**config.mk**
```make
export PLATFORM = sky130hd
export DESIGN_NAME = char_lcd_nibble_write_sequencer_core_flat
export DESIGN_NICKNAME = d
export VERILOG_FILES = /design/src/rtl/lcdns_pkg.sv /design/src/rtl/lcdns_req_if.sv /design/src/rtl/lcdns_rsp_if.sv /design/src/rtl/lcdns_front.sv /design/src/rtl/lcdns_fifo.sv /design/src/rtl/lcdns_back.sv /design/src/rtl/char_lcd_nibble_write_sequencer_core.sv /design/src/flat_wrapper.sv
export SDC_FILE = /design/constraint.sdc
export NUM_CORES = 1
export LEC_CHECK = 0
export BUFFER_PORTS_ARGS = -buffer_cell sky130_fd_sc_hd__buf_2
export CORE_MARGIN = 2
export CORE_UTILIZATION = 35
export CTS_BUF_LIST = sky130_fd_sc_hd__clkbuf_4 sky130_fd_sc_hd__clkbuf_8 sky130_fd_sc_hd__clkbuf_16
export CTS_CLUSTER_SIZE = 10
export DETAILED_ROUTE_END_ITERATION = 6
export GPL_TIMING_DRIVEN = 0
export PLACE_DENSITY_LB_ADDON = 0.2
export SLEW_MARGIN = 10
export SYNTH_ARGS = -nofsm -noshare
export SYNTH_HDL_FRONTEND = slang
export SYNTH_SLANG_ARGS = --single-unit
```
**constraint.sdc**
```tcl
create_clock -name clock -period 2.7 [get_ports clock]
set_input_delay 0.675 -clock clock [delete_from_list [all_inputs] [get_ports clock]]
set_output_delay 0.675 -clock clock [all_outputs]
set_load 0.05 [all_outputs]
```
**src/rtl/lcdns_pkg.sv**
```systemverilog
package lcdns_pkg;

   localparam logic [1:0] FUNC_CMD   = 2'd0;
   localparam logic [1:0] FUNC_CHAR  = 2'd1;
   localparam logic [1:0] FUNC_MOVE  = 2'd2;
   localparam logic [1:0] FUNC_CLEAR = 2'd3;

   localparam logic [7:0] CMD_SET_ADDR = 8'h80;
   localparam logic [7:0] CMD_ROW1_HOME = 8'hC0;
   localparam logic [7:0] CMD_CLEAR = 8'h01;

   localparam logic [4:0] POS_ROW0 = 5'd0;
   localparam logic [4:0] POS_ROW1 = 5'd16;

   localparam logic [11:0] HOLD_NONE  = 12'd0;
   localparam logic [11:0] HOLD_SHORT = 12'd100;
   localparam logic [11:0] HOLD_LONG  = 12'd1000;
   localparam logic [11:0] HOLD_CLEAR = 12'd3000;

   localparam logic [2:0] STEP_IDLE_PINS = 3'd0;
   localparam logic [2:0] STEP_HI_SETUP  = 3'd1;
   localparam logic [2:0] STEP_HI_RISE   = 3'd2;
   localparam logic [2:0] STEP_HI_FALL   = 3'd3;
   localparam logic [2:0] STEP_LO_SETUP  = 3'd4;
   localparam logic [2:0] STEP_LO_RISE   = 3'd5;
   localparam logic [2:0] STEP_LO_FALL   = 3'd6;

   typedef struct packed {
      logic       has_pre;
      logic [7:0] pre_byte;
      logic [7:0] main_byte;
      logic       is_data;
      logic       is_clear;
   } job_type;

   typedef struct packed {
      logic        rs;
      logic        en;
      logic [3:0]  nib;
      logic [11:0] hold;
   } step_type;

   typedef enum logic [1:0] {
      SEG_IDLE,
      SEG_PRE,
      SEG_MAIN,
      SEG_TAIL
   } seg_type;

   function automatic step_type byte_step(logic [7:0] byte_val, logic is_data,
                                          logic [2:0] idx);
      step_type s;
      s.rs   = 1'b0;
      s.en   = 1'b0;
      s.nib  = 4'h0;
      s.hold = HOLD_NONE;
      case (idx)
         STEP_IDLE_PINS: begin
            s.hold = is_data ? HOLD_NONE : HOLD_LONG;
         end
         STEP_HI_SETUP: begin
            s.nib  = byte_val[7:4];
            s.hold = HOLD_SHORT;
         end
         STEP_HI_RISE: begin
            s.rs   = is_data;
            s.en   = 1'b1;
            s.nib  = byte_val[7:4];
            s.hold = is_data ? HOLD_LONG : HOLD_SHORT;
         end
         STEP_HI_FALL: begin
            s.rs   = is_data;
            s.nib  = byte_val[7:4];
            s.hold = HOLD_SHORT;
         end
         STEP_LO_SETUP: begin
            s.rs   = is_data;
            s.nib  = byte_val[3:0];
            s.hold = HOLD_SHORT;
         end
         STEP_LO_RISE: begin
            s.rs   = is_data;
            s.en   = 1'b1;
            s.nib  = byte_val[3:0];
            s.hold = HOLD_SHORT;
         end
         STEP_LO_FALL: begin
            s.rs   = is_data;
            s.nib  = byte_val[3:0];
            s.hold = is_data ? HOLD_NONE : HOLD_SHORT;
         end
         default: begin
            s.hold = HOLD_NONE;
         end
      endcase
      return s;
   endfunction

endpackage

```
**src/rtl/lcdns_req_if.sv**
```systemverilog
interface lcdns_req_if;
   logic       valid;
   logic       ready;
   logic [1:0] func;
   logic [7:0] code_byte;
   logic [3:0] col;
   logic       row;

   modport source (output valid, func, code_byte, col, row, input ready);
   modport sink (input valid, func, code_byte, col, row, output ready);
endinterface

```
**src/rtl/lcdns_rsp_if.sv**
```systemverilog
interface lcdns_rsp_if;
   logic        valid;
   logic        ready;
   logic        reg_select;
   logic        read_write;
   logic        enable;
   logic [3:0]  data_nibble;
   logic [11:0] hold_us;
   logic        last;

   modport source (output valid, reg_select, read_write, enable, data_nibble, hold_us, last,
                   input ready);
   modport sink (input valid, reg_select, read_write, enable, data_nibble, hold_us, last,
                 output ready);
endinterface

```
**src/rtl/lcdns_front.sv**
```systemverilog
module lcdns_front (
   input  logic                clock,
   input  logic                reset,
   lcdns_req_if.sink           req_if,
   input  logic                q_full,
   output logic                q_push,
   output lcdns_pkg::job_type  q_job
);
   import lcdns_pkg::*;

   logic [4:0] cursor_ff;
   logic [4:0] cursor_in;
   logic       accept;

   assign req_if.ready = !q_full;
   assign accept       = req_if.valid && !q_full;
   assign q_push       = accept;

   always_comb begin
      cursor_in        = cursor_ff;
      q_job.has_pre    = 1'b0;
      q_job.pre_byte   = CMD_SET_ADDR;
      q_job.main_byte  = req_if.code_byte;
      q_job.is_data    = 1'b0;
      q_job.is_clear   = 1'b0;
      case (req_if.func)
         FUNC_CMD: begin
            q_job.main_byte = req_if.code_byte;
         end
         FUNC_CHAR: begin
            // row change before the character when the cursor sits at a row start
            if (cursor_ff == POS_ROW1) begin
               q_job.has_pre  = 1'b1;
               q_job.pre_byte = CMD_ROW1_HOME;
            end else if (cursor_ff == POS_ROW0) begin
               q_job.has_pre  = 1'b1;
               q_job.pre_byte = CMD_SET_ADDR;
            end
            q_job.is_data = 1'b1;
            cursor_in     = cursor_ff + 5'd1;
         end
         FUNC_MOVE: begin
            q_job.main_byte = {1'b1, req_if.row, 2'b00, req_if.col};
            cursor_in       = {req_if.row, req_if.col};
         end
         FUNC_CLEAR: begin
            q_job.main_byte = CMD_CLEAR;
            q_job.is_clear  = 1'b1;
            cursor_in       = POS_ROW0;
         end
         default: begin
            q_job.main_byte = req_if.code_byte;
         end
      endcase
   end

   always_ff @(posedge clock) begin
      if (reset) begin
         cursor_ff <= POS_ROW0;
      end else if (accept) begin
         cursor_ff <= cursor_in;
      end
   end

`ifndef NO_ASSERTIONS
   a_clear_homes: assert property (@(posedge clock) disable iff (reset)
      (accept && req_if.func == FUNC_CLEAR) |=> (cursor_ff == POS_ROW0))
      else $error("cursor not cleared after clear transaction");
`endif

endmodule

```
**src/rtl/lcdns_fifo.sv**
```systemverilog
module lcdns_fifo #(
   parameter int DEPTH = 4
) (
   input  logic                clock,
   input  logic                reset,
   input  logic                push,
   input  lcdns_pkg::job_type  push_job,
   output logic                full,
   input  logic                pop,
   output logic                not_empty,
   output lcdns_pkg::job_type  head_job
);
   import lcdns_pkg::*;

   localparam int AW = (DEPTH > 1) ? $clog2(DEPTH) : 1;
   localparam int CW = $clog2(DEPTH + 1);

   job_type         mem_ff [DEPTH];
   logic [AW-1:0]   wr_ptr_ff;
   logic [AW-1:0]   wr_ptr_in;
   logic [AW-1:0]   rd_ptr_ff;
   logic [AW-1:0]   rd_ptr_in;
   logic [CW-1:0]   count_ff;
   logic [CW-1:0]   count_in;

   assign full      = (count_ff == CW'(DEPTH));
   assign not_empty = (count_ff != '0);
   assign head_job  = mem_ff[rd_ptr_ff];

   always_comb begin
      wr_ptr_in = wr_ptr_ff;
      rd_ptr_in = rd_ptr_ff;
      count_in  = count_ff;
      if (push) begin
         wr_ptr_in = (wr_ptr_ff == AW'(DEPTH - 1)) ? '0 : wr_ptr_ff + 1'b1;
      end
      if (pop) begin
         rd_ptr_in = (rd_ptr_ff == AW'(DEPTH - 1)) ? '0 : rd_ptr_ff + 1'b1;
      end
      case ({push, pop})
         2'b10:   count_in = count_ff + 1'b1;
         2'b01:   count_in = count_ff - 1'b1;
         default: count_in = count_ff;
      endcase
   end

   always_ff @(posedge clock) begin
      if (reset) begin
         wr_ptr_ff <= '0;
         rd_ptr_ff <= '0;
         count_ff  <= '0;
      end else begin
         wr_ptr_ff <= wr_ptr_in;
         rd_ptr_ff <= rd_ptr_in;
         count_ff  <= count_in;
      end
   end

   always_ff @(posedge clock) begin
      if (push) begin
         mem_ff[wr_ptr_ff] <= push_job;
      end
   end

`ifndef NO_ASSERTIONS
   a_no_overflow: assert property (@(posedge clock) disable iff (reset)
      push |-> !full)
      else $error("queue written while full");
   a_no_underflow: assert property (@(posedge clock) disable iff (reset)
      pop |-> not_empty)
      else $error("queue read while empty");
`endif

endmodule

```
**src/rtl/lcdns_back.sv**
```systemverilog
module lcdns_back (
   input  logic                clock,
   input  logic                reset,
   input  logic                q_valid,
   input  lcdns_pkg::job_type  q_job,
   output logic                q_pop,
   lcdns_rsp_if.source         rsp_if
);
   import lcdns_pkg::*;

   seg_type     state_ff;
   seg_type     state_in;
   logic [2:0]  step_ff;
   logic [2:0]  step_in;
   job_type     job_ff;
   job_type     job_in;

   logic        out_valid_ff;
   logic        out_valid_in;
   step_type    out_step_ff;
   logic        out_last_ff;

   step_type    cur_step;
   logic        cur_last;
   logic        advance;
   logic        pop;

   // outputs: current pin step, handshake with the output register
   always_comb begin
      advance = (state_ff != SEG_IDLE) && (!out_valid_ff || rsp_if.ready);
      case (state_ff)
         SEG_PRE: begin
            cur_step = byte_step(job_ff.pre_byte, 1'b0, step_ff);
            cur_last = 1'b0;
         end
         SEG_MAIN: begin
            cur_step = byte_step(job_ff.main_byte, job_ff.is_data, step_ff);
            cur_last = (step_ff == STEP_LO_FALL) && !job_ff.is_clear;
         end
         SEG_TAIL: begin
            // clear execution wait repeats the final pin state
            cur_step      = byte_step(CMD_CLEAR, 1'b0, STEP_LO_FALL);
            cur_step.hold = HOLD_CLEAR;
            cur_last      = 1'b1;
         end
         default: begin
            cur_step = byte_step(job_ff.main_byte, 1'b0, STEP_IDLE_PINS);
            cur_last = 1'b0;
         end
      endcase
      pop          = q_valid && ((state_ff == SEG_IDLE) || (advance && cur_last));
      out_valid_in = advance ? 1'b1 : (rsp_if.ready ? 1'b0 : out_valid_ff);
   end

   assign q_pop = pop;

   // next state
   always_comb begin
      state_in = state_ff;
      step_in  = step_ff;
      job_in   = job_ff;
      if (pop) begin
         job_in   = q_job;
         state_in = q_job.has_pre ? SEG_PRE : SEG_MAIN;
         step_in  = STEP_IDLE_PINS;
      end else begin
         case (state_ff)
            SEG_IDLE: begin
               state_in = SEG_IDLE;
            end
            SEG_PRE: begin
               if (advance) begin
                  if (step_ff == STEP_LO_FALL) begin
                     state_in = SEG_MAIN;
                     step_in  = STEP_IDLE_PINS;
                  end else begin
                     step_in = step_ff + 3'd1;
                  end
               end
            end
            SEG_MAIN: begin
               if (advance) begin
                  if (step_ff == STEP_LO_FALL) begin
                     state_in = job_ff.is_clear ? SEG_TAIL : SEG_IDLE;
                     step_in  = STEP_IDLE_PINS;
                  end else begin
                     step_in = step_ff + 3'd1;
                  end
               end
            end
            SEG_TAIL: begin
               if (advance) begin
                  state_in = SEG_IDLE;
               end
            end
            default: begin
               state_in = SEG_IDLE;
            end
         endcase
      end
   end

   always_ff @(posedge clock) begin
      if (reset) begin
         state_ff     <= SEG_IDLE;
         step_ff      <= STEP_IDLE_PINS;
         out_valid_ff <= 1'b0;
      end else begin
         state_ff     <= state_in;
         step_ff      <= step_in;
         out_valid_ff <= out_valid_in;
      end
   end

   always_ff @(posedge clock) begin
      job_ff <= job_in;
      if (advance) begin
         out_step_ff <= cur_step;
         out_last_ff <= cur_last;
      end
   end

   assign rsp_if.valid       = out_valid_ff;
   assign rsp_if.reg_select  = out_step_ff.rs;
   assign rsp_if.read_write  = 1'b0;
   assign rsp_if.enable      = out_step_ff.en;
   assign rsp_if.data_nibble = out_step_ff.nib;
   assign rsp_if.hold_us     = out_step_ff.hold;
   assign rsp_if.last        = out_last_ff;

`ifndef NO_ASSERTIONS
   a_last_enable_low: assert property (@(posedge clock) disable iff (reset)
      (out_valid_ff && out_last_ff) |-> !out_step_ff.en)
      else $error("final step leaves the enable strobe high");
   a_pop_at_boundary: assert property (@(posedge clock) disable iff (reset)
      q_pop |-> ((state_ff == SEG_IDLE) || cur_last))
      else $error("new job taken in the middle of a byte");
`endif

endmodule

```
**src/rtl/char_lcd_nibble_write_sequencer_core.sv**
```systemverilog
// channel   dir  handshake               payload
// req_if    in   req_if.valid/ready      func, code_byte, col, row
// rsp_if    out  rsp_if.valid/ready      reg_select, read_write, enable, data_nibble,
//                                        hold_us, last
//
// one pin step leaves per cycle while rsp_if is ready; a transaction yields 7, 8 or 14 steps
// the output step rate is set by the single sequencer in the back end
// the front end takes a transaction per cycle until the job queue is full
// synchronous active-high reset clears cursor, queue and sequencer
// a stalled rsp_if holds its step while the front keeps filling the queue
module char_lcd_nibble_write_sequencer_core #(
   parameter int QUEUE_DEPTH = 4
) (
   input  logic       clock,
   input  logic       reset,
   lcdns_req_if.sink  req_if,
   lcdns_rsp_if.source rsp_if
);
   import lcdns_pkg::*;

   logic    q_push;
   logic    q_full;
   logic    q_pop;
   logic    q_valid;
   job_type push_job;
   job_type head_job;

   lcdns_front u_front (
      .clock  (clock),
      .reset  (reset),
      .req_if (req_if),
      .q_full (q_full),
      .q_push (q_push),
      .q_job  (push_job)
   );

   lcdns_fifo #(
      .DEPTH (QUEUE_DEPTH)
   ) u_fifo (
      .clock     (clock),
      .reset     (reset),
      .push      (q_push),
      .push_job  (push_job),
      .full      (q_full),
      .pop       (q_pop),
      .not_empty (q_valid),
      .head_job  (head_job)
   );

   lcdns_back u_back (
      .clock   (clock),
      .reset   (reset),
      .q_valid (q_valid),
      .q_job   (head_job),
      .q_pop   (q_pop),
      .rsp_if  (rsp_if)
   );

endmodule
```
**src/flat_wrapper.sv**
```systemverilog
// flat-port wrapper written by rule: the top's interface ports become plain ports
module char_lcd_nibble_write_sequencer_core_flat import lcdns_pkg::*;
#(
   parameter int QUEUE_DEPTH = 4
)
  (clock, reset, req_if_valid, req_if_func, req_if_code_byte, req_if_col, req_if_row, req_if_ready, rsp_if_valid, rsp_if_reg_select, rsp_if_read_write, rsp_if_enable, rsp_if_data_nibble, rsp_if_hold_us, rsp_if_last, rsp_if_ready);
  lcdns_req_if req_if_i ();
  lcdns_rsp_if rsp_if_i ();
  input  logic clock;
  input  logic reset;
  input wire logic [$bits(req_if_i.valid)-1:0] req_if_valid;
  input wire logic [$bits(req_if_i.func)-1:0] req_if_func;
  input wire logic [$bits(req_if_i.code_byte)-1:0] req_if_code_byte;
  input wire logic [$bits(req_if_i.col)-1:0] req_if_col;
  input wire logic [$bits(req_if_i.row)-1:0] req_if_row;
  output wire logic [$bits(req_if_i.ready)-1:0] req_if_ready;
  output wire logic [$bits(rsp_if_i.valid)-1:0] rsp_if_valid;
  output wire logic [$bits(rsp_if_i.reg_select)-1:0] rsp_if_reg_select;
  output wire logic [$bits(rsp_if_i.read_write)-1:0] rsp_if_read_write;
  output wire logic [$bits(rsp_if_i.enable)-1:0] rsp_if_enable;
  output wire logic [$bits(rsp_if_i.data_nibble)-1:0] rsp_if_data_nibble;
  output wire logic [$bits(rsp_if_i.hold_us)-1:0] rsp_if_hold_us;
  output wire logic [$bits(rsp_if_i.last)-1:0] rsp_if_last;
  input wire logic [$bits(rsp_if_i.ready)-1:0] rsp_if_ready;
  assign req_if_i.valid = req_if_valid;
  assign req_if_i.func = req_if_func;
  assign req_if_i.code_byte = req_if_code_byte;
  assign req_if_i.col = req_if_col;
  assign req_if_i.row = req_if_row;
  assign req_if_ready = req_if_i.ready;
  assign rsp_if_valid = rsp_if_i.valid;
  assign rsp_if_reg_select = rsp_if_i.reg_select;
  assign rsp_if_read_write = rsp_if_i.read_write;
  assign rsp_if_enable = rsp_if_i.enable;
  assign rsp_if_data_nibble = rsp_if_i.data_nibble;
  assign rsp_if_hold_us = rsp_if_i.hold_us;
  assign rsp_if_last = rsp_if_i.last;
  assign rsp_if_i.ready = rsp_if_ready;
  char_lcd_nibble_write_sequencer_core #(.QUEUE_DEPTH(QUEUE_DEPTH)) u_core (.clock(clock), .reset(reset), .req_if(req_if_i), .rsp_if(rsp_if_i));
endmodule
```
==> results of run 1 <==
==> area by class of cell <==
cell class | count | area [µm²]
Fill cell | 1103 | 6937
Sequential cell | 91 | 2532
Multi-Input combinational cell | 191 | 1468
Clock buffer | 9 | 225.2
Timing Repair Buffer | 38 | 197.7
Tap cell | 147 | 183.9
Buffer | 26 | 167.7
Clock inverter | 7 | 86.33
Inverter | 17 | 63.81
==> worst reg2reg max path, delay by kind of cell (launching register included) <==
family | cells | cell delay, ps
adders and majority gates | 2 | 690
muxes | 1 | 130
buffers and inverters | 2 | 370
AOI/OAI and AO/OA | 2 | 390
and+or+nand+nor | 4 | 420
DFF | 1 | 340
==> state kept, by name, summed over array words and instances, names as in the netlist, 2 cells and up, named ones only <==
| signal | flops |
|---|---|
| u_core.u_back.job_ff | 11 |
| u_core.u_back.rsp_if.data_nibble | 4 |
| u_core.u_back.rsp_if.hold_us | 5 |
| u_core.u_back.state_ff | 2 |
| u_core.u_back.step_ff | 3 |
| u_core.u_fifo.count_ff | 3 |
| u_core.u_fifo.mem_ff | 48 |
| u_core.u_fifo.rd_ptr_ff | 2 |
| u_core.u_fifo.wr_ptr_ff | 2 |
| u_core.u_front.cursor_ff | 5 |
==> synthesized netlist by cell type, drive strengths merged (3+ instances only) <==
library cell / number / area, µm²
edfxtp: 71 / 2132
a21o: 4 / 30.03
nand3b: 3 / 22.52
and3: 4 / 25.02
ha: 13 / 162.7
nand3: 9 / 45.04
nand2: 15 / 56.30
mux2i: 5 / 50.05
a21oi: 20 / 111.4
nor2: 18 / 67.56
nor3: 8 / 40.04
clkbuf: 10 / 37.54
a22o: 3 / 26.28
inv: 17 / 63.81
o21ai: 16 / 80.08
nor4b: 3 / 26.28
a31oi: 5 / 31.28
buf: 16 / 120.1
nand2b: 6 / 37.54
nor2b: 7 / 43.79
mux4: 12 / 270.3
and2: 4 / 27.53
dfxtp: 20 / 400.4
a22oi: 3 / 22.52
==> cells in the final DEF, fill, tap and decap left out, types with 3 or more instances in the layout <==
cell type / instances
inv_6: 3
a22o_1: 3
nand2_1: 15
inv_1: 17
nor4b_1: 3
nand2b_1: 6
nand3_1: 9
and2_1: 3
nand3b_1: 3
a31oi_1: 5
conb_1: 4
and3_1: 4
a21o_1: 4
o21ai_0: 16
buf_6: 3
buf_4: 12
buf_2: 37
dfxtp_1: 20
mux4_2: 12
a22oi_1: 3
clkbuf_1: 10
edfxtp_1: 71
ha_1: 11
nor3_1: 8
nor2_1: 18
mux2i_1: 5
a21oi_1: 18
clkbuf_16: 9
nor2b_1: 7
==> through the flow <==
| step | setup TNS, ps | setup slack [ps] | hold slack [ps] | cell area [µm²] |
|---|---|---|---|---|
| floorplan | 0 | 93.77 | 469.2 | 4213 |
| global placement | -352.8 | -245.4 | 493.6 | 4572 |
| detailed placement | -568.0 | -371.2 | 500.5 | 4572 |
| CTS | 0 | 55.82 | 508.0 | 4890 |
| global route | -1.653 | -1.653 | 539.1 | 4925 |
| finish | 0 | 217.8 | 503.4 | 4925 |
==> power by group through the flow <==
stage	logic [W]	registers (W)	clock network (W)
finish	0.00193	0.00207	0.00130
detailed placement	0.00183	0.00211	0
global route	0.00210	0.00211	0.00139
global placement	0.00180	0.00210	0
CTS	0.00186	0.00208	0.00134
floorplan	0.00124	0.00228	0
==> routing by layer <==
metal	part of all wire	track usage
met5	0	0
met2	0.47	0.2084
met4	0.015	0.04390
met1	0.47	0.1679
met3	0.039	0.03029
==> path summary, 6_finish.rpt <==
check / startpoint / endpoint / slack (ps)
worst max-delay path: u_core.u_back.state_ff[0]$_SDFFE_PP0P_ / u_core.u_fifo.count_ff[1]$_SDFFE_PP0P_ / 220
worst min-delay path: u_core.u_fifo.wr_ptr_ff[1]$_SDFFE_PP0P_ / u_core.u_fifo.wr_ptr_ff[1]$_SDFFE_PP0P_ / 500
worst max register to register: u_core.u_back.state_ff[0]$_SDFFE_PP0P_ / u_core.u_fifo.count_ff[1]$_SDFFE_PP0P_ / 220
worst min register to register: u_core.u_fifo.wr_ptr_ff[1]$_SDFFE_PP0P_ / u_core.u_fifo.wr_ptr_ff[1]$_SDFFE_PP0P_ / 500
==> cell families (layout without fill, tap and decap cells) <==
logic type / count (synthesis) / count (layout) / share of synthesized area
and+or+nand+nor: 88 / 88 / 0.1152
muxes: 17 / 17 / 0.07624
adders and majority gates: 14 / 14 / 0.04348
DFF: 91 / 91 / 0.6027
buffers and inverters: 43 / 97 / 0.05271
AOI/OAI and AO/OA: 66 / 66 / 0.1013
xor gates and xnor gates: 2 / 2 / 0.007445
other: 1 / 4 / 0.0008925
==> what timing repair did <==
action,4_1_cts,5_1_grt
setup buffers,0,3
pin swaps,0,1
setup endpoints to repair,1,1
resized for setup,2,4
endpoints found under the hold margin,0,0
==> run metrics, run 1 <==
status=finished clean; nets=~400; CTS H-tree depth=3; Final Util=0.4152; Stages on worst setup path=11; area of the die=0.01290 mm²; largest net degree at the start of global routing=21; Max-slew headroom=0.3181; Slew Viols, Final=0; Die H=113.6 µm; Post-Syn Instances=between 300 and 400; via count=2615; CTS Root Cell=clkbuf_16; GRT overflow=0; pwr dens=1077 mW/mm²; DRC errors left=0; crit-path cells=inv_1, ha_2, nand4_2, a21oi_4, buf_8, and2_1, fa_1, nand2b_1, nor2_1, mux2i_1, o311ai_0; Worst VDD drop=approximately 0.4 mV; first-pass GRT wire length=around 13000 µm; Final GP Congestion=0.8021; Max stage delay on crit path=roughly 420 ps; clk sinks=91; Initial Utilization=0.3542; worst min path class=flop to flop; CTS tree=done; share of synthesized registers carrying an async set or reset=0; first drt pass iteration count=4; Setup-failing EPs final=0; Total GRT Usage=0.1275; Die X-Extent=~110 µm; mapped cell area=~0.0042 mm²; Critical Path Source Type=flop; Critical Path RT=a little under 3000 ps; skew final=8.243 ps; Worst Path Arrival=approximately 2700 ps; CTS Buf Count=9; Synth Warn #=0; final critical-path share of the clock period=0.9193; Post-synth EDFFs=71; Max-Cap Viols=0; Final min period=2482 ps; Register-to-Register Path Depth=11; Post-Place Cells=507; switching portion of total power=0.3546; clock-pin slew on the worst setup and hold paths=70 ps; Int Pwr=roughly 0.0034 W; hold path depth=2; vias per cell=a little under 5; DRT Wirelength=7752 µm; Syn Area/Cell=approximately 13 µm²; slowest cell on the critical path=fa_1; hold_buf cts=0; Leak=1.810 nW; io pins=41; post-synthesis cell type count=54; insertion delay to the later sink of the worst-skew pair=340 ps; Final Hold Viols=0; CTS max path bufs=2; initial drt markers=122; core area=0.01186 mm²; ant diodes=0; Port Buf Inserts=35; CP Class=flop to flop; Routed Antenna Nets=0; clock power share=0.245; FP Rows=40; initial antenna violation count=0; total power=about 0.0053 W; Least-Margin Pin Slew=just over 1000 ps; fmax=402.9 MHz; vias in the first global route=2519; Seq cells post-synth=between 90 and 100; Logic pwr share=0.364; cell family contributing the most delay on the critical path=adder cells; WP buf/inv=2; hpwl dp=5344 µm; power share of the sequential group=0.391; NetSw=0.001881 W; routed wire length per instance=14.74 µm; sequential area share after synthesis=0.6027; Layout Cells excl Fill=roughly 530; crit path max fanout=20; Area Growth Syn to Fin=17.21%; critical path capture point type=flop; layout cells sized above 1=0.2401; ys flop type=edfxtp_1
Note: power is estimated with default switching activity, not from simulation.
==> run 2, diff against run 1 <==
--- a/config.mk
+++ b/config.mk
@@ -5,6 +5,7 @@
 export SDC_FILE = /design/constraint.sdc
 export NUM_CORES = 1
 export LEC_CHECK = 0
+export ABC_AREA = 1
 export BUFFER_PORTS_ARGS = -buffer_cell sky130_fd_sc_hd__buf_2
 export CORE_MARGIN = 2
 export CORE_UTILIZATION = 35
==> run metrics, run 2 <==
Routed Antenna Nets=0 (unchanged); Simple-Gate Fraction of Synth Area=0.1453 (+0.03001); dominant cell by count in the synthesized netlist=edfxtp_1; largest net degree at the start of global routing=16 (-24%); Critical Path Source Type=flop; Commonest cells post-synth=edfxtp_1 (71), nor2_1 (62), inv_1 (45), nand2_1 (41), o21ai_0 (41); Slew Viols, Final=0 (unchanged); initial antenna violation count=0 (unchanged); skew final=6.417 ps (-1.827 ps); CTS resizes=0 (-2); area of the die=0.01257 mm² (-2.5%); DRT Wirelength=7840 µm (+1.1%); Die H=112.1 µm (-1.3%); insertion delay to the later sink of the worst-skew pair=340 ps (about the same); main combinational cell family by area after synthesis=simple AND/OR/NAND/NOR gates; Port Buf Inserts=36 (+2.9%); adder-cell share of the synthesized area=0.04465 (+0.001170); Max-Cap Viols=0 (unchanged); Setup-failing EPs final=0 (unchanged); Max-slew headroom=0.1745 (-0.1436); met2 routed WL=3860 µm (+5.4%); Post-Synth XOR/XNOR Area=0.002141 (-0.005304); worst min path class=flop to flop; first drt pass iteration count=4 (unchanged); ys flop type=edfxtp_1; post-synthesis cell type count=34 (-37%); Worst VDD drop=0.7107 mV (+76%); clock-pin slew on the worst setup and hold paths=60 ps (about the same); final critical-path share of the clock period=0.8296 (-0.08970); Top Metal Used=met4; CP Class=flop to flop; hold path depth=2 (unchanged); Register-to-Register Path Depth=15 (+4); via count=2778 (+6.2%); Final min period=2240 ps (-242.2 ps); Final GP Congestion=0.7886 (-1.7%); share of synthesized registers carrying an async set or reset=0 (unchanged); power share of the sequential group=0.405 (+0.014); clk sinks=91 (unchanged); setup TNS=0 ps (unchanged); cell taking the most area after synthesis=edfxtp_1; status=finished clean; fmax=446.4 MHz (+11%); hold_buf cts=0 (unchanged); switching portion of total power=0.3945 (+0.03994); Area Growth Syn to Fin=15.99%; Least-Margin Pin Slew=1234 ps (+214.6 ps); core area=0.01142 mm² (-3.7%); vias per cell=4.716 (-5.1%); initial drt markers=127 (+4.1%); Syn Area/Cell=10.46 µm² (-20%); hpwl dp=5561 µm (+4.1%); post-synthesis compound-gate area fraction=0.1208 (+0.01954); max FFs per register=48 (unchanged); first-pass GRT wire length=12830 µm (+1.2%); Post-synth EDFFs=71 (unchanged); most flop-heavy register=u_core.u_fifo.mem_ff; Logic pwr share=0.364 (about the same); Synth Warn #=0 (unchanged); CTS tree=done; CTS max path bufs=2 (unchanged); Largest regs=u_core.u_fifo.mem_ff (48), u_core.u_back.job_ff (11); GRT overflow=0 (unchanged); DRC errors left=0 (unchanged); met3 WL=303 µm (-0.33%); ant diodes=0 (unchanged); crit path max fanout=6 (-70%); most frequent cells in the layout=edfxtp_1 (71), nor2_1 (62), inv_1 (45); Critical Path RT=2930 ps (+30 ps); post-synthesis mux area share=0 (-0.07624); Total GRT Usage=0.1307 (+0.003150); Initial Utilization=0.3583 (+0.004097); nets=474 (+16%); post-CTS setup repair buffer count=0 (unchanged); Die X-Extent=112.1 µm (-1.3%); mapped cell area=0.004091 mm² (-2.6%); Worst Path Arrival=2470 ps (-210 ps); layout cells sized above 1=0.1682 (-0.07194); met1 wire length=3558 µm (-3.1%); area share of the largest cell type after synthesis=0.5211 (+0.01366); RSZ-0062 raised after global routing=no; Final Util=0.4156 (+0.0004360); most common cell after layout, fill and taps aside=edfxtp_1; CTS H-tree depth=3 (unchanged); Seq cells post-synth=91 (unchanged); FP Rows=39 (-2.5%); Leak=1.872 nW (+3.4%); sequential area share after synthesis=0.6190 (+0.01622); vias in the first global route=2680 (+6.4%); CTS Buf Count=9 (unchanged); io pins=41 (unchanged); CTS Root Cell=clkbuf_16; Int Pwr=0.003130 W (-8.5%); Synth area leaders=edfxtp_1 (52%), dfxtp_1 (9.8%), nor2_1 (5.7%), o21ai_0 (5.0%), inv_1 (4.1%); clock power share=0.231 (-0.014); Final Hold Viols=0 (unchanged); Post-Syn Instances=391 (+21%); pwr dens=1089 mW/mm² (+1.2%); critical path capture point type=flop; routed wire length per instance=13.31 µm (-9.7%); NetSw=0.002040 W (+8.5%)
[run 2: worst max-delay path, stage by stage (launching register included)]
cell and delay, ps:
dfxtp_1 360, inv_1 100, ha_1 300, inv_2 100
nor2_1 40, nand2_1 70, nand2_2 70, nand2_4 80
nand2_8 70, nand3_4 80, inv_1 60, fa_1 380
nor2_1 110, nand3_1 100, a21oi_1 150, nor2_1 50
[run 2: power groups by stage]
stage / registers (W) / logic, W / clock network (W)
after CTS: 0.00210 / 0.00191 / 0.00122
after global routing: 0.00213 / 0.00210 / 0.00128
after detailed placement: 0.00213 / 0.00191 / 0
final: 0.00209 / 0.00188 / 0.00120
after floorplan: 0.00237 / 0.00121 / 0
after global placement: 0.00211 / 0.00189 / 0
[run 2: cells by family after synthesis]
| family | count (synthesis) |
|---|---|
| compound gates | 88 |
| xor+xnor | 1 |
| fa+ha+maj | 14 |
| buf+inv | 65 |
| flops | 91 |
| other cells | 1 |
| simple gates | 131 |
[run 2: path summary, 6_finish.rpt]
path	slack, ps	end	startpoint
setup / recovery	460	u_core.u_fifo.count_ff[2]$_SDFFE_PP0P_	u_core.u_back.state_ff[0]$_SDFFE_PP0P_
hold / removal	510	u_core.u_front.cursor_ff[1]$_SDFFE_PP0P_	u_core.u_front.cursor_ff[1]$_SDFFE_PP0P_
setup reg to reg	460	u_core.u_fifo.count_ff[2]$_SDFFE_PP0P_	u_core.u_back.state_ff[0]$_SDFFE_PP0P_
hold reg to reg	510	u_core.u_front.cursor_ff[1]$_SDFFE_PP0P_	u_core.u_front.cursor_ff[1]$_SDFFE_PP0P_
[run 2: metal layers]
layer / track usage / vias up
li1: - / 1441
met1: 0.1587 / 1268
met2: 0.2249 / 62
met3: 0.02268 / 7
met4: 0.06504 / 0
met5: 0 / -
[run 2: area by class of cell]
| cell class | instances | area, µm² |
|---|---|---|
| fill | 1127 | 6673 |
| sequential | 91 | 2532 |
| multi-input combinational | 238 | 1295 |
| clock buffer | 11 | 246.5 |
| timing repair buffer | 36 | 180.2 |
| inverter | 48 | 180.2 |
| tap | 143 | 178.9 |
| buffer | 17 | 95.09 |
| clock inverter | 5 | 37.54 |
[run 2: per-stage QoR]
stage | worst slack (ps) | total power, W | cells | hold slack, ps | instance area (µm²)
6_report | 460.0 | 0.005170 | 589 | 505.2 | 4746
5_1_grt | 280.4 | 0.005510 | 589 | 540.2 | 4746
4_1_cts | 428.7 | 0.005232 | 589 | 509.7 | 4746
3_5_place_dp | 226.4 | 0.004037 | 573 | 500.8 | 4462
3_3_place_gp | 231.4 | 0.004001 | 573 | 489.4 | 4462
2_1_floorplan | 467.0 | 0.003579 | 394 | 464.7 | 4103
==> run 3, diff against run 2 <==
==> constraint.sdc (replaced) <==
create_clock -name clock -period 1.97 [get_ports clock]
set_input_delay 0.4925 -clock clock [delete_from_list [all_inputs] [get_ports clock]]
set_output_delay 0.4925 -clock clock [all_outputs]
set_load 0.05 [all_outputs]
==> run metrics, run 3 (synthesis results as in run 2) <==
Final Hold Viols=0 (unchanged); met2 routed WL=3753 µm (-2.8%); CTS max path bufs=2 (unchanged); final critical-path share of the clock period=0.9731 (+0.1435); Die H=112.1 µm (unchanged); CTS Buf Count=9 (unchanged); Top Metal Used=met4; fmax=521.6 MHz (+17%); status=finished clean; Leak=1.886 nW (+0.75%); Min-Delay Endpoint=u_core.u_back.state_ff[1]$_SDFFE_PP0P_; Setup-failing EPs final=0 (unchanged); Layout fillers=1114 (-1.2%); most frequent cells in the layout=edfxtp_1 (71), nor2_1 (57), nand2_1 (41), inv_1 (41), o21ai_0 (41); FP Rows=39 (unchanged); GRT overflow=0 (unchanged); insertion delay to the later sink of the worst-skew pair=340 ps (about the same); RSZ-0062 raised after global routing=yes; WHS=383.3 ps (-121.9 ps); max FFs per register=48 (unchanged); Die X-Extent=112.1 µm (unchanged); Max-Cap Viols=0 (unchanged); largest net degree at the start of global routing=16 (unchanged); Routed Antenna Nets=0 (unchanged); Final min period=1917 ps (-323.0 ps); hold path depth=2 (unchanged); CTS tree=done; worst min path class=input pin to flop; clk sinks=91 (unchanged); Hold Startpoint=reset; Area Growth Syn to Fin=18.44%; pwr dens=1492 mW/mm² (+37%); reg2reg start=u_core.u_back.state_ff[0]$_SDFFE_PP0P_; via count=2834 (+2.0%); vias in the first global route=2754 (+2.8%); Final Cell Area=0.004846 mm² (+2.1%); initial antenna violation count=0 (unchanged); ant diodes=0 (unchanged); CTS Root Cell=clkbuf_16; initial drt markers=136 (+7.1%); Slew Viols, Final=0 (unchanged); DRC errors left=0 (unchanged); vias per cell=4.763 (+0.99%); Critical Path RT=2250 ps (-680 ps); skew final=4.987 ps (-1.430 ps); area of the die=0.01257 mm² (unchanged); dpl cell area=0.004488 mm² (+0.59%); io pins=41 (unchanged); Final GP Congestion=0.8123 (+3.0%); layout cells sized above 1=0.2102 (+0.04202); Worst VDD drop=0.7250 mV (+2.0%); nets=480 (+1.3%); most flop-heavy register=u_core.u_fifo.mem_ff; Least-Margin Pin Slew=750.0 ps (-483.7 ps); Initial Utilization=0.3583 (unchanged); DRT Wirelength=8047 µm (+2.6%); CP Class=flop to flop; hpwl dp=5684 µm (+2.2%); routed wire length per instance=13.52 µm (+1.6%); Critical Path Source Type=flop; flop2flop setup slack=50 ps (-410 ps); Largest regs=u_core.u_fifo.mem_ff (48), u_core.u_back.job_ff (11); met3 WL=375 µm (+24%); Worst Path Arrival=2200 ps (-270 ps); most common cell after layout, fill and taps aside=edfxtp_1; R2R Path End=u_core.u_fifo.count_ff[2]$_SDFFE_PP0P_; core area=0.01142 mm² (unchanged); Register-to-Register Path Depth=16 (+1); clock-pin slew on the worst setup and hold paths=60 ps (about the same); Max-slew headroom=0.4995 (+0.3249); Port Buf Inserts=36 (unchanged); crit path max fanout=4 (-2); CTS H-tree depth=3 (unchanged); met1 wire length=3765 µm (+5.8%); Total GRT Usage=0.1370 (+0.006286); first-pass GRT wire length=13450 µm (+4.8%); critical path capture point type=flop; first drt pass iteration count=4 (unchanged)
run 3: per-layer routing:
layer / vias to the layer above / track usage
met5: - / 0
met4: 0 / 0.06667
met3: 10 / 0.03024
met2: 58 / 0.2253
met1: 1318 / 0.1717
li1: 1448 / -
run 3: what timing repair did:
action / in CTS / in global routing
setup endpoints to repair: 53 / 41
hold buffers: 0 / 0
gates resized for setup: 10 / 9
setup buffers: 2 / 4
pin swaps: 4 / 6
run 3: metrics by stage:
stage | setup WS (ps) | cells | utilization | TNS [ps] | power [W]
2_1_floorplan | 2.278 | 394 | - | 0 | 0.004939
3_3_place_gp | -272.3 | 573 | 0.3931 | -12250 | 0.005524
3_5_place_dp | -298.8 | 573 | 0.3931 | -13600 | 0.005577
4_1_cts | 0.2964 | 591 | 0.4200 | 0 | 0.007230
5_1_grt | -134.9 | 595 | 0.4244 | -134.9 | 0.007738
6_report | 52.96 | 595 | 0.4244 | 0 | 0.007232
run 3: final cells by class:
cell class	count	area [µm²]	area share
Timing Repair Buffer	42	225.2	0.04648
Tap cell	143	178.9	0.03692
Buffer	17	97.59	0.02014
Inverter	48	188.9	0.03899
Clock buffer	10	232.7	0.04802
Multi-Input combinational cell	238	1344	0.2773
Clock inverter	6	40.04	0.008262
Sequential cell	91	2539	0.5239
run 3: worst max-delay path by stage:
stage,startpoint,to,slack [ps]
after global routing,u_core.u_back.state_ff[0]$_SDFFE_PP0P_,u_core.u_fifo.count_ff[2]$_SDFFE_PP0P_,-130
final,u_core.u_back.state_ff[0]$_SDFFE_PP0P_,u_core.u_fifo.count_ff[2]$_SDFFE_PP0P_,50
after global placement,req_if_valid,u_core.u_fifo.mem_ff[3][5]$_DFFE_PP_,-270
after floorplan,u_core.u_back.state_ff[0]$_SDFFE_PP0P_,u_core.u_fifo.count_ff[2]$_SDFFE_PP0P_,2
after CTS,u_core.u_back.state_ff[0]$_SDFFE_PP0P_,u_core.u_fifo.count_ff[2]$_SDFFE_PP0P_,0.3
after detailed placement,req_if_valid,u_core.u_fifo.mem_ff[3][6]$_DFFE_PP_,-300
run 3: report_power, final:
group          internal [W]  leakage [nW]  total, W  switching (W)
clock network      0.000869         0.128   0.00158       0.000716
registers           0.00268         0.831   0.00289       0.000212
logic              0.000811         0.927   0.00276        0.00195
run 3: worst max-delay path: stages (launching register included):
cell and delay [ps]:
dfxtp_4 370, inv_4 50, ha_4 160, inv_4 60
nor2_2 30, nand2_1 70, nand2_2 80, nand2_4 80
nand2_8 60, nand3_4 70, inv_2 40, fa_2 350
nor2_1 100, nand3_1 100, nand3_1 90, nand2_1 50
nor2_1 100
